$ cat src/rtl/core/tlma_pkg.sv
// Shared constants, types and helpers for the tabu list match-and-age block.
// No dependencies; every other file of the block but tlma_ram imports this package.
`default_nettype none

package tlma_pkg;

    localparam int TABLE_ENTRIES = 16;
    localparam int MAX_DIMS      = 8;

    localparam int IDX_W  = $clog2(TABLE_ENTRIES);
    localparam int CNT_W  = $clog2(TABLE_ENTRIES + 1);
    localparam int COMP_W = 32;
    localparam int DIMS_W = 4;
    localparam int TEN_W  = 8;
    localparam int LIVE_W = 5;
    localparam int ACT_W  = 2;
    localparam int APB_AW = 3;
    localparam int APB_DW = 32;

    localparam logic [DIMS_W-1:0] DIMS_RST   = 4'd2;
    localparam logic [TEN_W-1:0]  TENURE_RST = 8'd10;

    // Register index, taken from paddr[2]
    localparam logic REG_DIMS   = 1'b0;
    localparam logic REG_TENURE = 1'b1;

    typedef enum logic [ACT_W-1:0] {
        ACT_LOOKUP = 2'd0,
        ACT_INSERT = 2'd1,
        ACT_TICK   = 2'd2,
        ACT_NOP    = 2'd3
    } t_action;

    typedef enum logic [2:0] {
        S_IDLE,
        S_LOOK,
        S_LFLUSH,
        S_INS,
        S_TICK,
        S_DONE
    } t_state;

    // Sequencer to lanes and merge stage
    typedef struct packed {
        logic             load;
        logic [IDX_W-1:0] addr;
        logic             wr_en;
        logic             rd_live;
    } t_lane_ctl;

    // Lanes that take part in a compare: zero counts as one, saturate at MAX_DIMS
    function automatic logic [MAX_DIMS-1:0] lane_mask(input logic [DIMS_W-1:0] dims);
        int                  eff;
        logic [MAX_DIMS-1:0] m;
        eff = int'(dims);
        if (eff == 0) eff = 1;
        if (eff > MAX_DIMS) eff = MAX_DIMS;
        for (int d = 0; d < MAX_DIMS; d++) begin
            m[d] = (d < eff);
        end
        return m;
    endfunction

endpackage

`default_nettype wire

$ cat src/rtl/core/tabu_list_match_and_age.sv
// Tabu list top level: APB registers, component lanes, merge stage, sequencer.
// Lookup sweeps every slot and then flushes the last read; insert stops at the first
// free slot, found by a one-slot-a-cycle sweep; tick sweeps every slot. Insert into a
// full table and unused action code 3 skip the sweep and go straight to the result.
// One item at a time: next transfer the cycle after the result is loaded; the sweep
// over the per-lane RAM read port sets it. Reset (synchronous): table emptied at once,
// dims_in_use 2, tenure_ticks 10.
`default_nettype none

module tabu_list_match_and_age import tlma_pkg::*; (
    input  wire logic                     i_clk,
    input  wire logic                     i_rst_n,
    input  wire logic                     i_in_valid,
    output logic                          o_in_stall,
    input  wire logic [ACT_W-1:0]         i_action,
    input  wire logic signed [COMP_W-1:0] i_move_c0,
    input  wire logic signed [COMP_W-1:0] i_move_c1,
    input  wire logic signed [COMP_W-1:0] i_move_c2,
    input  wire logic signed [COMP_W-1:0] i_move_c3,
    input  wire logic signed [COMP_W-1:0] i_move_c4,
    input  wire logic signed [COMP_W-1:0] i_move_c5,
    input  wire logic signed [COMP_W-1:0] i_move_c6,
    input  wire logic signed [COMP_W-1:0] i_move_c7,
    output logic                          o_out_valid,
    input  wire logic                     i_out_stall,
    output logic                          o_is_tabu,
    output logic                          o_insert_accepted,
    output logic [LIVE_W-1:0]             o_live_entries,
    input  wire logic                     psel,
    input  wire logic                     penable,
    input  wire logic                     pwrite,
    input  wire logic [APB_AW-1:0]        paddr,
    input  wire logic [APB_DW-1:0]        pwdata,
    output logic [APB_DW-1:0]             prdata,
    output logic                          pready
);

    logic [DIMS_W-1:0]        r_dims;
    logic [TEN_W-1:0]         r_tenure_ticks;
    logic                     w_cfg_wr;
    t_lane_ctl                w_ctl;
    logic [MAX_DIMS-1:0]      w_eq;
    logic                     w_hit;
    logic signed [COMP_W-1:0] w_move [MAX_DIMS];

    assign pready   = 1'b1;
    assign w_cfg_wr = psel && penable && pwrite && pready;

    always_ff @(posedge i_clk) begin
        if (!i_rst_n) begin
            r_dims         <= DIMS_RST;
            r_tenure_ticks <= TENURE_RST;
        end else if (w_cfg_wr) begin
            unique case (paddr[2])
                REG_DIMS:   r_dims         <= pwdata[DIMS_W-1:0];
                REG_TENURE: r_tenure_ticks <= pwdata[TEN_W-1:0];
            endcase
        end
    end

    always_comb begin
        unique case (paddr[2])
            REG_DIMS:   prdata = APB_DW'(r_dims);
            REG_TENURE: prdata = APB_DW'(r_tenure_ticks);
        endcase
    end

    assign w_move[0] = i_move_c0;
    assign w_move[1] = i_move_c1;
    assign w_move[2] = i_move_c2;
    assign w_move[3] = i_move_c3;
    assign w_move[4] = i_move_c4;
    assign w_move[5] = i_move_c5;
    assign w_move[6] = i_move_c6;
    assign w_move[7] = i_move_c7;

    tlma_ctrl u_ctrl (
        .i_clk             (i_clk),
        .i_rst_n           (i_rst_n),
        .i_in_valid        (i_in_valid),
        .i_action          (i_action),
        .o_in_stall        (o_in_stall),
        .i_tenure_ticks    (r_tenure_ticks),
        .i_hit             (w_hit),
        .o_ctl             (w_ctl),
        .o_out_valid       (o_out_valid),
        .i_out_stall       (i_out_stall),
        .o_is_tabu         (o_is_tabu),
        .o_insert_accepted (o_insert_accepted),
        .o_live_entries    (o_live_entries)
    );

    for (genvar d = 0; d < MAX_DIMS; d++) begin : g_lane
        tlma_lane u_lane (
            .i_clk  (i_clk),
            .i_ctl  (w_ctl),
            .i_move (w_move[d]),
            .o_eq   (w_eq[d])
        );
    end

    tlma_merge u_merge (
        .i_clk   (i_clk),
        .i_rst_n (i_rst_n),
        .i_ctl   (w_ctl),
        .i_dims  (r_dims),
        .i_eq    (w_eq),
        .o_hit   (w_hit)
    );

endmodule

`default_nettype wire

$ cat src/rtl/core/tlma_ram.sv
// Generic single-write, single-read RAM with registered read data.
// Stand-alone; no package dependency.
`default_nettype none

module tlma_ram #(
    parameter int WIDTH = 32,
    parameter int DEPTH = 16
) (
    input  wire logic                     i_clk,
    input  wire logic                     i_we,
    input  wire logic [$clog2(DEPTH)-1:0] i_waddr,
    input  wire logic [WIDTH-1:0]         i_wdata,
    input  wire logic [$clog2(DEPTH)-1:0] i_raddr,
    output logic      [WIDTH-1:0]         o_rdata
);

    logic [WIDTH-1:0] r_mem [DEPTH];
    logic [WIDTH-1:0] r_rdata;

    always_ff @(posedge i_clk) begin
        if (i_we) begin
            r_mem[i_waddr] <= i_wdata;
        end
        r_rdata <= r_mem[i_raddr];
    end

    assign o_rdata = r_rdata;

endmodule

`default_nettype wire

$ cat src/rtl/core/tlma_lane.sv
// One component lane: holds the item's component, stores it per slot and
// compares the stored word of the addressed slot. Uses tlma_pkg and tlma_ram.
`default_nettype none

module tlma_lane import tlma_pkg::*; (
    input  wire logic                     i_clk,
    input  wire t_lane_ctl                i_ctl,
    input  wire logic signed [COMP_W-1:0] i_move,
    output logic                          o_eq
);

    logic signed [COMP_W-1:0] r_move;
    logic        [COMP_W-1:0] w_rdata;

    always_ff @(posedge i_clk) begin
        if (i_ctl.load) begin
            r_move <= i_move;
        end
    end

    tlma_ram #(
        .WIDTH (COMP_W),
        .DEPTH (TABLE_ENTRIES)
    ) u_ram (
        .i_clk   (i_clk),
        .i_we    (i_ctl.wr_en),
        .i_waddr (i_ctl.addr),
        .i_wdata ($unsigned(r_move)),
        .i_raddr (i_ctl.addr),
        .o_rdata (w_rdata)
    );

    // Read data is registered and follows the address in the next cycle; r_move holds for the whole item
    assign o_eq = (w_rdata == $unsigned(r_move));

endmodule

`default_nettype wire

$ cat src/rtl/core/tlma_merge.sv
// Merge stage: combines the lane compares of one slot under the dims mask
// and accumulates the lookup hit. Uses tlma_pkg.
`default_nettype none

module tlma_merge import tlma_pkg::*; (
    input  wire logic                i_clk,
    input  wire logic                i_rst_n,
    input  wire t_lane_ctl           i_ctl,
    input  wire logic [DIMS_W-1:0]   i_dims,
    input  wire logic [MAX_DIMS-1:0] i_eq,
    output logic                     o_hit
);

    logic                r_cmp_live;
    logic                r_hit;
    logic [MAX_DIMS-1:0] w_mask;
    logic                w_entry_hit;

    assign w_mask      = lane_mask(i_dims);
    assign w_entry_hit = r_cmp_live && (&(i_eq | ~w_mask));

    always_ff @(posedge i_clk) begin
        if (!i_rst_n) begin
            r_cmp_live <= 1'b0;
            r_hit      <= 1'b0;
        end else begin
            // align slot liveness with the registered RAM read
            r_cmp_live <= i_ctl.rd_live;
            if (i_ctl.load) begin
                r_hit <= 1'b0;
            end else if (w_entry_hit) begin
                r_hit <= 1'b1;
            end
        end
    end

    assign o_hit = r_hit;

endmodule

`default_nettype wire

$ cat src/rtl/core/tlma_ctrl.sv
// Sequencer: slot sweep, valid bits, tenures, live count and result register.
// Uses tlma_pkg; drives the lanes and the merge stage.
`default_nettype none

module tlma_ctrl import tlma_pkg::*; (
    input  wire logic              i_clk,
    input  wire logic              i_rst_n,
    input  wire logic              i_in_valid,
    input  wire logic [ACT_W-1:0]  i_action,
    output logic                   o_in_stall,
    input  wire logic [TEN_W-1:0]  i_tenure_ticks,
    input  wire logic              i_hit,
    output t_lane_ctl              o_ctl,
    output logic                   o_out_valid,
    input  wire logic              i_out_stall,
    output logic                   o_is_tabu,
    output logic                   o_insert_accepted,
    output logic [LIVE_W-1:0]      o_live_entries
);

    t_state                   r_state, n_state;
    t_action                  r_action, n_action;
    logic [IDX_W-1:0]         r_idx, n_idx;
    logic [TABLE_ENTRIES-1:0] r_valid, n_valid;
    logic [TEN_W-1:0]         r_tenure [TABLE_ENTRIES];
    logic [TEN_W-1:0]         n_tenure [TABLE_ENTRIES];
    logic [CNT_W-1:0]         r_count, n_count;
    logic                     r_ins_ok, n_ins_ok;
    logic                     r_out_valid, n_out_valid;
    logic                     r_out_tabu, n_out_tabu;
    logic                     r_out_acc, n_out_acc;
    logic [LIVE_W-1:0]        r_out_live, n_out_live;

    logic w_accept;
    logic w_last;
    logic w_full;
    logic w_slot_live;
    logic w_out_free;
    logic w_load_out;

    assign w_accept    = i_in_valid && (r_state == S_IDLE);
    assign w_last      = (r_idx == IDX_W'(TABLE_ENTRIES - 1));
    assign w_full      = (r_count == CNT_W'(TABLE_ENTRIES));
    assign w_slot_live = r_valid[r_idx];
    assign w_out_free  = !r_out_valid || !i_out_stall;
    assign w_load_out  = (r_state == S_DONE) && w_out_free;

    // Next state
    always_comb begin
        n_state = r_state;
        unique case (r_state)
            S_IDLE: begin
                if (w_accept) begin
                    unique case (t_action'(i_action))
                        ACT_LOOKUP: n_state = S_LOOK;
                        ACT_INSERT: n_state = w_full ? S_DONE : S_INS;
                        ACT_TICK:   n_state = S_TICK;
                        ACT_NOP:    n_state = S_DONE;
                    endcase
                end
            end
            S_LOOK: begin
                if (w_last) n_state = S_LFLUSH;
            end
            S_LFLUSH: begin
                n_state = S_DONE;
            end
            S_INS: begin
                if (!w_slot_live || w_last) n_state = S_DONE;
            end
            S_TICK: begin
                if (w_last) n_state = S_DONE;
            end
            S_DONE: begin
                if (w_out_free) n_state = S_IDLE;
            end
            default: n_state = S_IDLE;
        endcase
    end

    // Outputs towards the input side, lanes and merge stage
    always_comb begin
        o_in_stall    = (r_state != S_IDLE);
        o_ctl.load    = w_accept;
        o_ctl.addr    = r_idx;
        o_ctl.wr_en   = (r_state == S_INS) && !w_slot_live;
        o_ctl.rd_live = (r_state == S_LOOK) && w_slot_live;
    end

    // Table and result datapath
    always_comb begin
        n_action    = r_action;
        n_idx       = r_idx;
        n_valid     = r_valid;
        n_tenure    = r_tenure;
        n_count     = r_count;
        n_ins_ok    = r_ins_ok;
        n_out_valid = r_out_valid;
        n_out_tabu  = r_out_tabu;
        n_out_acc   = r_out_acc;
        n_out_live  = r_out_live;

        if (w_accept) begin
            n_action = t_action'(i_action);
            n_idx    = '0;
            n_ins_ok = 1'b0;
        end

        if (r_state == S_LOOK || r_state == S_INS || r_state == S_TICK) begin
            n_idx = r_idx + IDX_W'(1);
        end

        // take the first free slot
        if (r_state == S_INS && !w_slot_live) begin
            n_valid[r_idx]  = 1'b1;
            n_tenure[r_idx] = i_tenure_ticks;
            n_count         = r_count + CNT_W'(1);
            n_ins_ok        = 1'b1;
        end

        // age one slot per cycle; drop it when its tenure runs out
        if (r_state == S_TICK && w_slot_live) begin
            if (r_tenure[r_idx] <= TEN_W'(1)) begin
                n_valid[r_idx]  = 1'b0;
                n_tenure[r_idx] = '0;
                n_count         = r_count - CNT_W'(1);
            end else begin
                n_tenure[r_idx] = r_tenure[r_idx] - TEN_W'(1);
            end
        end

        if (r_out_valid && !i_out_stall) begin
            n_out_valid = 1'b0;
        end
        if (w_load_out) begin
            n_out_valid = 1'b1;
            n_out_tabu  = (r_action == ACT_LOOKUP) && i_hit;
            n_out_acc   = r_ins_ok;
            n_out_live  = LIVE_W'(r_count);
        end
    end

    always_ff @(posedge i_clk) begin
        if (!i_rst_n) begin
            r_state     <= S_IDLE;
            r_action    <= ACT_NOP;
            r_idx       <= '0;
            r_valid     <= '0;
            r_tenure    <= '{default: '0};
            r_count     <= '0;
            r_ins_ok    <= 1'b0;
            r_out_valid <= 1'b0;
        end else begin
            r_state     <= n_state;
            r_action    <= n_action;
            r_idx       <= n_idx;
            r_valid     <= n_valid;
            r_tenure    <= n_tenure;
            r_count     <= n_count;
            r_ins_ok    <= n_ins_ok;
            r_out_valid <= n_out_valid;
        end
    end

    always_ff @(posedge i_clk) begin
        r_out_tabu <= n_out_tabu;
        r_out_acc  <= n_out_acc;
        r_out_live <= n_out_live;
    end

    assign o_out_valid       = r_out_valid;
    assign o_is_tabu         = r_out_tabu;
    assign o_insert_accepted = r_out_acc;
    assign o_live_entries    = r_out_live;

endmodule

`default_nettype wire

$ cat config.mk
export PLATFORM = sky130hd
export DESIGN_NAME = tabu_list_match_and_age
export DESIGN_NICKNAME = d
export VERILOG_FILES = /design/src/rtl/core/tlma_pkg.sv /design/src/rtl/core/tabu_list_match_and_age.sv /design/src/rtl/core/tlma_ram.sv /design/src/rtl/core/tlma_lane.sv /design/src/rtl/core/tlma_merge.sv /design/src/rtl/core/tlma_ctrl.sv
export SDC_FILE = /design/constraint.sdc
export NUM_CORES = 2
export LEC_CHECK = 0
export BUFFER_PORTS_ARGS = -buffer_cell sky130_fd_sc_hd__buf_2
export CAP_MARGIN = 10
export CORE_MARGIN = 2
export CORE_UTILIZATION = 59
export CTS_CLUSTER_SIZE = 16
export DETAILED_ROUTE_END_ITERATION = 12
export PLACE_DENSITY_LB_ADDON = 0.1
export SLEW_MARGIN = 5
export SYNTH_ARGS = -nofsm -noshare
export SYNTH_HDL_FRONTEND = slang
export SYNTH_HIERARCHICAL = 1
export SYNTH_SLANG_ARGS = --single-unit
$ cat constraint.sdc
create_clock -name i_clk -period 14 [get_ports i_clk]
set_input_delay 0.7 -clock i_clk [delete_from_list [all_inputs] [get_ports i_clk]]
set_output_delay 0.7 -clock i_clk [all_outputs]
set_load 0.005 [all_outputs]
* Word-level counts from Yosys, hierarchy flattened
Memories as Yosys holds them, arrays and structs flattened. A register that Yosys moved wholly into a read port is not among the register bits. Index checks and enable logic that the tools add are counted.
Word-level totals: memories kept 8, register bits after elaboration 437, bits in writable memories 4096, input port bits 300, output and inout port bits 42, logic and storage cells 168
Memories:
- g_lane[0].u_lane.u_ram.r_mem | depth 16, width 32, read ports 1, clocked after Yosys merged registers in 1, wr ports 1, line tlma_ram.sv:17 | logic [WIDTH-1:0] r_mem [DEPTH];
- g_lane[1].u_lane.u_ram.r_mem | depth 16, width 32, read ports 1, clocked after Yosys merged registers in 1, wr ports 1, line tlma_ram.sv:17
- g_lane[2].u_lane.u_ram.r_mem | depth 16, width 32, read ports 1, clocked after Yosys merged registers in 1, wr ports 1, line tlma_ram.sv:17
- g_lane[3].u_lane.u_ram.r_mem | depth 16, width 32, read ports 1, clocked after Yosys merged registers in 1, wr ports 1, line tlma_ram.sv:17
- g_lane[4].u_lane.u_ram.r_mem | depth 16, width 32, read ports 1, clocked after Yosys merged registers in 1, wr ports 1, line tlma_ram.sv:17
- g_lane[5].u_lane.u_ram.r_mem | depth 16, width 32, read ports 1, clocked after Yosys merged registers in 1, wr ports 1, line tlma_ram.sv:17
- 2 more memories
Cells by class: order comparisons 14, mux-type cells 39, bitwise operators 10, equal/unequal tests 23, $add $sub $neg 4, reduce and logical (&&, ||, !) cells 32
Operators by type and width (number):
- 2-to-1 mux 128 bit | 3
- bitwise mux 128 bit | 2
- equality test 32 bit | 8
- bitwise AND 128 bit | 1
- inverter 128 bit | 1
- case mux 32 bit (2 select lines) | 1
- 2-to-1 mux 16 bit | 3
- binary-select mux 8 bit (select 4 bit) | 1
- demux 8 bit (select 4 bit) | 1
- 2-to-1 mux 8 bit | 3
- 2-to-1 mux 3 bit | 6
- case mux 3 bit (6 select lines) | 1
- bitwise AND 16 bit | 1
- less-than comparator 3 x 4 -> 1 bit, first input constant | 4
- 2-to-1 mux 4 bit | 4
- inverter 16 bit | 1
- OR 16 bit | 1
- 2-to-1 mux 5 bit | 3
- logical AND 1 bit | 12
- case mux 3 bit (4 select lines) | 1
- != test 2 x 1 -> 1 bit, second input constant | 5
- <= comparator 8 x 1 -> 1 bit, second input constant | 1
- less-than comparator 1 x 4 -> 1 bit, first input constant | 2
- less-than comparator 2 x 4 -> 1 bit, first input constant | 2
- 34 further kinds | 54

* Longest topological paths before layout
depth after elaboration 10, depth in mapped cells 17, gate-level depth less buffers 10

* Hierarchy
Netlist, hierarchy kept.
By module, submodules not included:
- tlma_ram at g_lane[2].u_lane.u_ram ... | cells each 838, sequential area each 16015.4 um^2, times used 6, area each 19854.0 um^2
- tlma_ram at g_lane[0].u_lane.u_ram ... | cells each 838, sequential area each 16015.4 um^2, times used 2, area each 19835.3 um^2
- tlma_lane | cells each 75, sequential area each 960.9 um^2, times used 8, area each 1307.5 um^2
- tlma_ctrl | cells each 948, sequential area each 3413.3 um^2, times used 1, area each 9171.3 um^2
- tabu_list_match_and_age | cells each 86, sequential area each 240.2 um^2, times used 1, area each 795.8 um^2
- tlma_merge | cells each 18, sequential area each 40.0 um^2, times used 1, area each 138.9 um^2

* Least setup slack after synthesis
No wires, ideal clock.
path kind reg-to-reg, start reg u_ctrl.r_idx[1], end mem g_lane[0].u_lane.u_ram.r_mem[0][0], enable pin, buffers on the path 4, required time 13539 ps, library setup time 461 ps, setup slack 7608 ps, stages on the path, launching flop included 12, clock period less this slack 6392 ps, arrival time 5931 ps, path through dfxtp_1 -> buf_2 -> buf_2 -> buf_2 -> mux2i_1 -> a22oi_1 -> nand3_1 -> nand3_1 -> clkinv_1 -> buf_4 -> or3b_2 -> nor3_1
RTL lines:
- start: declaration | line tlma_ctrl.sv:23 | logic [IDX_W-1:0] r_idx, n_idx;
- start signal: assignment | line tlma_ctrl.sv:156 | r_idx <= n_idx;
- end: declaration | line tlma_ram.sv:17

==> results.txt <==
Among all cell types in the netlist, the one instantiated most often is sky130_fd_sc_hd__edfxtp_1. Of the synthesized area, sequential elements account for 0.7778. The proportion of total power due to net switching came out at 0.2537. The clock latency on the worst-skew pair came out at 960 ps. The max-slew violation count came out at 0.

The total half-perimeter wirelength after legalization and detailed placement came out at 210.7 mm. The global placer's final weighted congestion is 0.8562. The final wirelength is 396.5 mm. The number of warnings issued by yosys came out at 6. Derived from the worst setup path, the maximum achievable clock frequency is 0.1396 GHz.

The gate count after technology mapping is between 8000 and 9000. The number of library cell types mapped by synthesis is 78. The share of power burned in combinational logic is 0.153. The largest individual stage delay along the critical path comes from the cell sky130_fd_sc_hd__dfxtp_4. The worst path needs approximately 7200 ps of the cycle, external delays included.

The fraction of the core area covered by cells at the end of the flow came out at 0.6751. The CTS tree is built. The number of buffers inserted by port buffering came out at 290. The worst vdd rail ir drop came out at 0.0001761 V.

The TritonCTS buffer count came out at between 400 and 500. The die height is 555.4 um. The endpoint identified for the worst register-to-register timing path is g_lane[6].u_lane/u_ram/r_mem[0][0]. The total chip power came out at about 36 mW. The detail route stage leaves a number of antenna-violating nets equal to 0. The switching power total came out at 9.170 mW. The run finished with clean final reports. The number of enable flip-flop cells after synthesis came out at 4359.

Among all flip-flop cells after synthesis, the most frequent one is sky130_fd_sc_hd__edfxtp_1. The portion of total power attributed to sequential cells came out at 0.503. The number of hold-slack violations in the final timing report came out at 0. The arrival time at the worst endpoint is 7760 ps. The startpoint identified for the worst hold timing path is i_move_c1[30]. The violation count after the first detailed-routing iteration came out at around 9000.

The flip-flop and latch count after synthesis came out at 4789. The largest net degree at the start of global routing came out at 141. The H-tree depth came out at 5. The most area-hungry cell type in the Yosys netlist is sky130_fd_sc_hd__edfxtp_1. The depth of the worst register-to-register path is 11.

Counting along the longest clock path gives a buffer depth of 4. The fraction of synthesized cell area taken by the top area cell type came out at 0.7298. Counting the fill cells in the layout gives 19230. The kind of capture point of the worst setup path is a flop. The hold slack is 91.79 ps. The flop-to-flop setup slack is ~6800 ps. The via count of the first global-routing pass came out at 88581. The share of layout cells above drive strength 1 is 0.2555. The post-synth design cell area is around 0.18 mm2.

Row generation in the floorplan step produced 202 rows. The die outline area came out at 0.3084 mm2. The internal power contribution came out at 26.97 mW. The final-stage net count came out at 9469. The total track usage came out at 0.2571.

The DRC violation count after routing came out at 0. Across the run, the number of max-cap violations was 0. The initial antenna violation count is 11. The share of total power dissipated in the clock network is 0.343. The actual transition at the worst max-transition pin came out at 1281 ps. The delay of the slowest cell on the worst path is 940 ps. The cell that appears most often on the critical path is sky130_fd_sc_hd__buf_4. The kind of path behind the tightest hold check is input pin to flop. The share of the clock period used by the worst path after layout is 0.5117.

The total overflow left after global routing is 0. The routed length per placed instance is around 30 um. The horizontal die dimension came out at 555.4 um.

Setup repair after global routing left no endpoint under its margin. The kind of start point of the critical path is a flop. The core region is about 0.3 mm2. The first global-routing pass estimated roughly 580 mm of wire. The worst hold endpoint is g_lane[1].u_lane/r_move[30]. Traced cell by cell, the critical path runs through buf_4, mux2i_1, a22oi_1, nand3_1, nand3_1, buf_4, inv_2, buf_4, or3b_2, nor3_2, buf_4. Using the TritonRoute via totals, the vias-per-cell ratio works out to roughly 6.4. The clock-pin slew of the registers on the worst-case setup and hold paths came out at around 60 ps. The count of boundary I/O pins came out at 342.

By area the synthesized netlist is led by sky130_fd_sc_hd__edfxtp_1, sky130_fd_sc_hd__mux4_2, sky130_fd_sc_hd__dfxtp_1. In this run the tightest slew margin relative to its limit is 0.1440. Dividing total power by cell area gives a power density of 177.0 mW/mm2. The average footprint of a synthesized cell came out at 21.46 um2. The critical path in this run is classified as flop to flop. The number of iterations in the first detailed-routing pass is 6. Setup violations remaining at the end of the flow were counted as 0. The total number of vias came out at 86469.

Between clock sinks in the finished design, the worst skew comes to 47.27 ps. The cell leakage power came out at 65.39 nW. After routing, the total negative slack on setup checks comes to 0 ps. The maximum net fanout on the critical path is 63. The startpoint identified for the worst register-to-register timing path is u_ctrl/r_idx[1]. The growth of design area from synthesis to finish is 13.87%.

The number of stages on the worst hold path came out at 1. The proportion of register bits with asynchronous set or reset after synthesis came out at 0. The tree is rooted in a sky130_fd_sc_hd__clkbuf_16. After synthesis, the most frequently instantiated cells are sky130_fd_sc_hd__edfxtp_1, sky130_fd_sc_hd__mux4_2, sky130_fd_sc_hd__a22oi_1. For this configuration, the core starts out at a cell density of 0.5929. The clock sink count came out at 4789. STA puts the critical path data required time at 14600 ps. Post-CTS timing repair inserted 0 buffers for setup.
-- placed cells by master (no fill, tap or decap), types with 27 or more instances in the layout --
master | synthesis | final
sky130_fd_sc_hd__buf_4 | 113 | 209
sky130_fd_sc_hd__clkinv_2 | 0 | 95
sky130_fd_sc_hd__clkbuf_16 | 0 | 474
sky130_fd_sc_hd__a22oi_1 | 534 | 534
sky130_fd_sc_hd__o21ai_0 | 31 | 31
sky130_fd_sc_hd__nor2_1 | 175 | 70
sky130_fd_sc_hd__xor2_1 | 256 | 256
sky130_fd_sc_hd__nor4_1 | 66 | 66
sky130_fd_sc_hd__bufinv_16 | 0 | 38
sky130_fd_sc_hd__dlygate4sd3_1 | 0 | 258
sky130_fd_sc_hd__nand3_1 | 38 | 38
sky130_fd_sc_hd__mux2i_1 | 120 | 120
sky130_fd_sc_hd__o22ai_1 | 34 | 34
sky130_fd_sc_hd__clkinv_1 | 1 | 83
sky130_fd_sc_hd__clkbuf_8 | 0 | 43
sky130_fd_sc_hd__buf_2 | 58 | 290
sky130_fd_sc_hd__mux4_2 | 1025 | 1025
sky130_fd_sc_hd__nand4_1 | 27 | 27
sky130_fd_sc_hd__clkbuf_1 | 185 | 114
sky130_fd_sc_hd__nor2_4 | 0 | 104
sky130_fd_sc_hd__dfxtp_1 | 430 | 426
sky130_fd_sc_hd__edfxtp_1 | 4359 | 4359
sky130_fd_sc_hd__mux4_1 | 31 | 31
sky130_fd_sc_hd__a21oi_1 | 51 | 51
sky130_fd_sc_hd__nand2_1 | 371 | 371
sky130_fd_sc_hd__nor3_2 | 0 | 31
-- worst max-delay path: cells and delay by family (launching register included) --
family                 cells  cell delay, ps
DFF                        1             940
AOI/OAI and AO/OA          1             160
muxes                      1             330
buffers and inverters      5            2560
and+or+nand+nor            4            2430
-- worst max path at each step --
stage / slack (ps) / from / cells after the start / to
finish: 6840 / u_ctrl/r_idx[1] / 11 / g_lane[6].u_lane/u_ram/r_mem[0][0]
global placement: 6900 / u_ctrl/r_idx[1] / 11 / g_lane[3].u_lane/u_ram/r_mem[0][30]
floorplan: 7610 / u_ctrl/r_idx[1] / 11 / g_lane[0].u_lane/u_ram/r_mem[0][0]
global route: 6530 / u_ctrl/r_idx[1] / 11 / g_lane[7].u_lane/u_ram/r_mem[4][24]
CTS: 6740 / u_ctrl/r_idx[1] / 11 / g_lane[3].u_lane/u_ram/r_mem[0][0]
detailed placement: 6750 / u_ctrl/r_idx[1] / 11 / g_lane[3].u_lane/u_ram/r_mem[0][6]
-- final cells by class --
| cell class | instances | area [um2] | area share |
|---|---|---|---|
| flip-flops and latches | 4789 | 139500 | 0.6831 |
| multi-input cells | 3111 | 38550 | 0.1887 |
| clock buffers | 631 | 12880 | 0.06307 |
| repair buffers | 763 | 5723 | 0.02802 |
| well taps | 3978 | 4977 | 0.02437 |
| clock inverters | 261 | 2487 | 0.01218 |
| inverters | 25 | 93.84 | 0.0004595 |
| diodes | 1 | 2.502 | 0.00001225 |
-- power by group through the flow --
| stage | combinational (mW) | clock [mW] | sequential, mW |
|---|---|---|---|
| floorplan | 4.35 | 0 | 18.1 |
| global placement | 5.52 | 0 | 18.4 |
| detailed placement | 5.54 | 0 | 18.5 |
| CTS | 5.63 | 12.6 | 18.2 |
| global route | 5.96 | 13.2 | 18.4 |
| finish | 5.53 | 12.4 | 18.2 |
-- cell families after synthesis --
logic type,after synthesis,share of synthesized area
flip-flops,4789,0.7778
adder cells (fa/ha/maj),9,0.0006278
AND/OR/NAND/NOR,855,0.02238
multiplexers,1194,0.1411
XOR/XNOR,261,0.01283
buffers and inverters,479,0.01382
AO/OA/AOI/OAI,767,0.03145
other,2,0.00004187
-- what timing repair did --
action	in CTS	in global routing
hold buffers	258	0
setup endpoints to repair	0	0
endpoints found under the hold margin	262	0
resized for setup	0	0
-- per-stage QoR --
step / worst slack [ps] / instance area, um2 / instances
after floorplan: 7608 / 179400 / 8379
after global placement: 6903 / 186300 / 12408
after detailed placement: 6745 / 186300 / 12408
after CTS: 6743 / 204200 / 13558
after global routing: 6535 / 204200 / 13559
final: 6837 / 204200 / 13559
-- layer usage --
layer | wire length, um | vias to the layer above | GRT usage
met5 | 13 | - | 0
met4 | 9597 | 2 | 0.06786
met3 | 27230 | 586 | 0.03548
met2 | 195600 | 3279 | 0.4176
met1 | 164100 | 46155 | 0.3732
li1 | - | 36447 | -
-- state kept, by name, indices dropped and copies added, names as in the netlist --
name and cells:
u_ctrl/r_count 5, u_ctrl/o_out_valid 1, u_merge/r_cmp_live 1, u_ctrl/r_action 2
g_lane.u_lane/u_ram/o_rdata 256, g_lane.u_lane/r_move 256, u_ctrl/r_idx 4, u_ctrl/o_live_entries 5
u_ctrl/r_tenure 128, u_ctrl/r_ins_ok 1, r_dims 4, u_ctrl/o_insert_accepted 1
u_ctrl/r_valid 16, u_ctrl/o_is_tabu 1, g_lane.u_lane/u_ram/r_mem 4096, r_tenure_ticks 8
u_merge/o_hit 1, u_ctrl/r_state 3
Note: power is estimated with default switching activity, not from simulation.
